$ cat src/hdl/ffc_pkg.sv
// Shared types and constants for the fixed/float converter.
package ffc_pkg;
    localparam int WordWidth = 32;

    typedef enum logic {
        CMD_FIX_TO_FLT = 1'b0,
        CMD_FLT_TO_FIX = 1'b1
    } cmd_t;

    typedef struct packed {
        logic [WordWidth-1:0] converted;
        logic                 saturated;
    } result_t;

    localparam logic [WordWidth-1:0] FixMax = 32'h7FFF_FFFF;
    localparam logic [WordWidth-1:0] FixMin = 32'h8000_0000;
endpackage

$ cat src/hdl/ffc_core.sv
// Combinational conversion between signed 16.16 fixed point and IEEE single.
module ffc_core (
    input  logic                     command,
    input  logic [ffc_pkg::WordWidth-1:0] operand,
    output ffc_pkg::result_t         result
);
    import ffc_pkg::*;

    // Fixed to float.
    logic        f_sign;
    logic [31:0] f_mag;
    logic [4:0]  f_msb;
    logic [31:0] f_norm;
    logic [23:0] f_mant;
    logic        f_guard;
    logic        f_sticky;
    logic        f_up;
    logic [31:0] f_word;

    // Float to fixed.
    logic        g_neg;
    logic [7:0]  g_ex;
    logic [22:0] g_frac;
    logic [23:0] g_sig;
    logic [7:0]  g_exe;
    logic [31:0] g_mag;
    logic        g_big;
    logic [31:0] g_word;
    logic        g_sat;
    logic [7:0]  g_rsh;
    logic [55:0] g_wide;

    always_comb begin
        f_sign = operand[31];
        f_mag  = f_sign ? (32'd0 - operand) : operand;
        f_msb  = 5'd0;
        for (int i = 0; i < 32; i++) begin
            if (f_mag[i]) begin
                f_msb = 5'(i);
            end
        end
        // Left-justify so the leading one sits at bit 31.
        f_norm   = f_mag << (5'd31 - f_msb);
        f_mant   = f_norm[31:8];
        f_guard  = f_norm[7];
        f_sticky = |f_norm[6:0];
        f_up     = f_guard && (f_sticky || f_mant[0]);
        // The implicit bit of the mantissa adds one to the exponent field,
        // and a rounding carry moves the exponent on by itself.
        f_word = {f_sign, 31'd0}
               + ({24'd0, 8'(f_msb) + 8'd110} << 23)
               + {8'd0, f_mant} + {31'd0, f_up};
        if (f_mag == 32'd0) begin
            f_word = 32'd0;
        end

        g_neg  = operand[31];
        g_ex   = operand[30:23];
        g_frac = operand[22:0];
        g_sig  = (g_ex == 8'd0) ? {1'b0, g_frac} : {1'b1, g_frac};
        g_exe  = (g_ex == 8'd0) ? 8'd1 : g_ex;
        // Value*65536 is sig shifted by exe-134; 143 and up saturates.
        g_big  = g_exe >= 8'd143;
        g_wide = {g_sig, 32'd0};
        g_rsh  = 8'd166 - g_exe;   // used only when exe < 143, so >= 24
        g_mag  = (g_rsh >= 8'd56) ? 32'd0 : 32'(g_wide >> g_rsh);
        g_sat  = 1'b0;
        if (g_ex == 8'hFF && g_frac != 23'd0) begin
            g_sat  = 1'b1;
            g_word = 32'd0;
        end else if (g_big) begin
            g_sat  = 1'b1;
            g_word = g_neg ? FixMin : FixMax;
        end else if (g_neg) begin
            if (g_mag > FixMin) begin
                g_sat  = 1'b1;
                g_word = FixMin;
            end else begin
                g_word = 32'd0 - g_mag;
            end
        end else if (g_mag > FixMax) begin
            g_sat  = 1'b1;
            g_word = FixMax;
        end else begin
            g_word = g_mag;
        end

        case (cmd_t'(command))
            CMD_FIX_TO_FLT: begin
                result.converted = f_word;
                result.saturated = 1'b0;
            end
            CMD_FLT_TO_FIX: begin
                result.converted = g_word;
                result.saturated = g_sat;
            end
            default: begin
                result.converted = f_word;
                result.saturated = 1'b0;
            end
        endcase
    end
endmodule

$ cat src/hdl/fixed_float_converter.sv
// Top level of the fixed/float converter.
// Converts one word per beat between signed 16.16 fixed point and IEEE single
// (command 0: fixed to float, round to nearest even; command 1: float to
// fixed, truncated toward zero, clamped on range overflow and zero on NaN,
// with saturated set on either). Each beat is registered at the input,
// converted by one pass of combinational logic and held in an output
// register; m_valid rises once the beat reaches the output register, and one
// beat per cycle is sustained while m_ready stays high.
// An output skid stage takes the beat in flight when m_ready drops, so s_ready
// falls only once that stage is full, with at most three beats held inside.
module fixed_float_converter (
    input  logic                          aclk,
    input  logic                          aresetn,
    input  logic                          s_valid,
    output logic                          s_ready,
    input  logic                          s_command,
    input  logic [ffc_pkg::WordWidth-1:0] s_operand,
    output logic                          m_valid,
    input  logic                          m_ready,
    output logic [ffc_pkg::WordWidth-1:0] m_converted,
    output logic                          m_saturated
);
    import ffc_pkg::*;

    logic                 in_valid_reg;
    logic                 in_cmd_reg;
    logic [WordWidth-1:0] in_word_reg;
    logic                 out_valid_reg;
    result_t              out_reg;
    logic                 skid_valid_reg;
    result_t              skid_reg;
    result_t              core_result;
    logic                 out_free;

    ffc_core u_core (
        .command (in_cmd_reg),
        .operand (in_word_reg),
        .result  (core_result)
    );

    assign out_free = !out_valid_reg || m_ready;
    // The input stage moves whenever the skid slot is empty.
    assign s_ready  = !skid_valid_reg;

    always_ff @(posedge aclk) begin
        if (s_ready) begin
            in_cmd_reg  <= s_command;
            in_word_reg <= s_operand;
        end
        if (out_free) begin
            out_reg <= skid_valid_reg ? skid_reg : core_result;
        end
        if (!skid_valid_reg && in_valid_reg && !out_free) begin
            skid_reg <= core_result;
        end
        if (!aresetn) begin
            in_valid_reg   <= 1'b0;
            out_valid_reg  <= 1'b0;
            skid_valid_reg <= 1'b0;
        end else begin
            if (s_ready) begin
                in_valid_reg <= s_valid;
            end
            if (out_free) begin
                out_valid_reg  <= skid_valid_reg || in_valid_reg;
                skid_valid_reg <= 1'b0;
            end else if (!skid_valid_reg && in_valid_reg) begin
                skid_valid_reg <= 1'b1;
            end
        end
    end

    assign m_valid     = out_valid_reg;
    assign m_converted = out_reg.converted;
    assign m_saturated = out_reg.saturated;
endmodule
$ cat config.mk
export PLATFORM = sky130hd
export DESIGN_NAME = fixed_float_converter
export DESIGN_NICKNAME = d
export VERILOG_FILES = /design/src/hdl/ffc_pkg.sv /design/src/hdl/ffc_core.sv /design/src/hdl/fixed_float_converter.sv
export SDC_FILE = /design/constraint.sdc
export NUM_CORES = 1
export LEC_CHECK = 0
export ABC_AREA = 0
export BUFFER_PORTS_ARGS = -buffer_cell sky130_fd_sc_hd__buf_4
export CAP_MARGIN = 20
export CORE_ASPECT_RATIO = 0.8
export CORE_MARGIN = 5
export CORE_UTILIZATION = 35
export DETAILED_ROUTE_END_ITERATION = 7
export PLACE_DENSITY = 0.57
export SYNTH_ARGS = -nofsm -noshare
export SYNTH_HDL_FRONTEND = slang
export SYNTH_SLANG_ARGS = --single-unit
$ cat constraint.sdc
create_clock -name aclk -period 12.8 [get_ports aclk]
set_clock_uncertainty 0.1 [all_clocks]
set_input_delay 1.28 -clock aclk [delete_from_list [all_inputs] [get_ports aclk]]
set_output_delay 1.28 -clock aclk [all_outputs]
set_load 0.01 [all_outputs]
==> out/results.txt <==
Status: completed
HP Start: skid_reg[24]$_DFFE_PP_
Post-Synthesis Cell Area: 13020 sq um
Final wirelength: 57960 microns
FF-to-FF path depth: 21
Ys Warns: 0
Sum Neg Setup Slack: 0 ps
Vias per cell: 6.861
Register Area: 3033 sq um
Max Cap Violations: 0
Tcrit/Tclk final: 68.84%
Fillers: 3909
Port Buffers: 71
Max transition margin: 25.91%
Routed len/inst: 26.93 microns
Post-DP HPWL: 43550 microns
Hold Crit Class: flop to flop
Async SR Flop Fraction: 0%
Chip height: 182.5 microns
Multi-input logic area: 9258 sq um
CP Data Arrival Time: 8820 ps
Root Driver: clkbuf_16
DR pass1 iterations: 6
Clock Sinks: 102
Leak: 4.822 nW
Ports: 72
P per Cell Area: 108.8 nW/um^2
Worst vdd ir: 0.06511 mV
CTS tree: yes
Count of final setup violators: 0
Crit Path Category: flop to flop
WP data required: 12810 ps
First-pass GRT wire length: 87780 microns
Sequential fraction of the synthesis area: 23.30%
GRT Util Overall: 27.44%
Cts bufs inserted: 9
Layout cells sized above 1: 14.12%
CP Launch Type: flop
Utilization after layout: 38.32%
Most used DFF post-synth: edfxtp_1
CP max FO: 29
Die W: 225.6 microns
#FFs+latches synth: 102
Worst r2r src: in_word_reg[6]$_DFFE_PN_
Initial core utilization: 35.28%
Largest register FFs: 33
Post-CTS Hold Buffers: 0
Post-layout min period: 8811 ps
Core Box Area: 36890 sq um
Synth unique cells: 109
Nets: 1705
GRT overflow: 0
# Post-CTS Setup Buffers: 0
EDFF count, synth: 99
Crit end category: flop
R2r endpoint: m_converted[26]$_DFFE_PN_
Gpl congestion: 1.005
Num rows: 63
ANT nets after route: 0
Post-route DRC: 0
Mean Syn Cell Area: 7.743 sq um
Worst skew pair latency: 400 ps
Slew @ Worst Pin: 1104 ps
Post-cts repair resize count: 0
Fmax: 113.5 MHz
Hold Vio Cnt, Final: 0
Detailed Route Iter0 Violations: 2368
Mapped Cells: 1681
Unrepaired setup endpoints after global routing: false
Via count: 14760
Die area: 41170 sq um
Area delta synth->final: 8.594%
Hold Path Sink: m_converted[23]$_DFFE_PN_
Fin. max-slew vios: 0
Clock transition at the registers of the reported paths: 90 ps
Hold depth: 1
Largest net degree at the start of global routing: 66
Clock Path Buffers: 2
Hold_ws: 441.4 ps
Htree depth: 3
Vias in the first global route: 13420
R2R setup slack: 3990 ps
Mapped Nets: 1726
Initial antenna violation count: 2
==> worst max path at each step <==
stage / slack [ps] / start / end / depth (start not counted)
finish: 3990 / in_word_reg[6]$_DFFE_PN_ / m_converted[26]$_DFFE_PN_ / 21
global route: 3650 / in_word_reg[6]$_DFFE_PN_ / m_converted[26]$_DFFE_PN_ / 18
CTS: 4400 / in_word_reg[6]$_DFFE_PN_ / m_converted[26]$_DFFE_PN_ / 21
detailed placement: 4440 / in_word_reg[6]$_DFFE_PN_ / m_converted[26]$_DFFE_PN_ / 21
global placement: 4570 / in_word_reg[6]$_DFFE_PN_ / m_converted[26]$_DFFE_PN_ / 21
floorplan: 7090 / in_word_reg[0]$_DFFE_PN_ / m_converted[26]$_DFFE_PN_ / 25
==> synthesized netlist by cell type (all sizes together) (14+ instances only) <==
library cell | count | share of area, %
o21ai | 159 | 6.3
nand2 | 147 | 4.2
nand3 | 133 | 5.3
nor2 | 117 | 3.5
edfxtp | 99 | 23
a21oi | 82 | 3.3
clkbuf | 78 | 2.3
buf | 66 | 2.9
xnor2 | 60 | 4.0
nor3 | 59 | 2.6
a31oi | 43 | 2.1
a211oi | 42 | 2.5
xor2 | 38 | 2.6
nand4 | 36 | 1.7
nor4 | 35 | 2.5
mux2 | 34 | 3.0
o211ai | 31 | 1.8
o31ai | 26 | 1.7
inv | 24 | 0.69
and3 | 17 | 0.82
and2 | 16 | 0.77
a211o | 14 | 0.94
mux2i | 14 | 1.1
==> cell families after synthesis <==
| logic type | count (synthesis) | synth area share, % |
|---|---|---|
| AOI/OAI and AO/OA | 586 | 31.36 |
| xor gates and xnor gates | 98 | 6.594 |
| adders and majority gates | 8 | 0.7690 |
| buffers and inverters | 170 | 5.893 |
| DFF | 102 | 23.30 |
| muxes | 50 | 4.393 |
| and+or+nand+nor | 667 | 27.69 |
==> final cells by class <==
class	instances	area share, %
clock inverter	6	0.4869
multi-input combinational	1409	65.50
timing repair buffer	112	5.948
tap	487	4.311
clock buffer	9	1.593
inverter	26	0.6904
sequential	102	21.46
antenna	1	0.01770
==> worst max-delay path, stage by stage, from the launching register on <==
cell,delay (ps)
edfxtp_1,620
nor4_4,900
nand3_2,420
o41ai_1,420
xor2_1,640
a21boi_1,270
o2111ai_1,210
o21a_1,600
nor2_1,860
clkinv_1,770
o211ai_1,380
nand4_1,220
nand2_1,220
nor2_1,80
ha_1,210
and2_1,160
o2111a_1,190
o211ai_1,360
nor2_1,180
a41oi_1,290
mux2i_1,260
a31oi_1,100
==> cell usage in the layout, fill, tap and decap left out, drive strengths merged, types with 13 or more instances in the layout <==
master and instances:
o21ai 159, nand2 147, nand3 133, nor2 117, buf 112, edfxtp 99
a21oi 82, xnor2 60, nor3 59, a31oi 43, a211oi 42, xor2 38
nand4 36, nor4 35, mux2 34, o211ai 31, o31ai 26, inv 26
and3 17, and2 16, a211o 14, mux2i 14, nor2b 13, o22ai 13
a22oi 13, or3 13, o311ai 13
==> metal layers <==
metal  up-vias  share of wire (%)  wire length [microns]  global-route usage (%)
li1       6502                  -                      -                       -
met1      7184                 44                  25570                   40.66
met2       961                 42                  24180                   39.23
met3       113                 12                   6759                   7.591
met4         4                2.4                   1415                   6.801
met5         -              0.050                     29                       0
==> metrics by stage <==
step	area (sq um)	setup slack (ps)	std cells	power (W)
2_1_floorplan	13020	7089	1681	0.0009579
3_3_place_gp	13840	4573	2136	0.001220
4_1_cts	14130	4402	2151	0.001519
5_1_grt	14130	3650	2151	0.001614
6_report	14130	3989	2152	0.001538
3_5_place_dp	13840	4439	2136	0.001213
==> power breakdown <==
group	total [W]	switching, W	internal, W
Clock	0.000303	0.000151	0.000152
Combinational	0.000797	0.000528	0.000269
Sequential	0.000439	0.0000298	0.000409
Note: power is estimated with default switching activity, not from simulation.
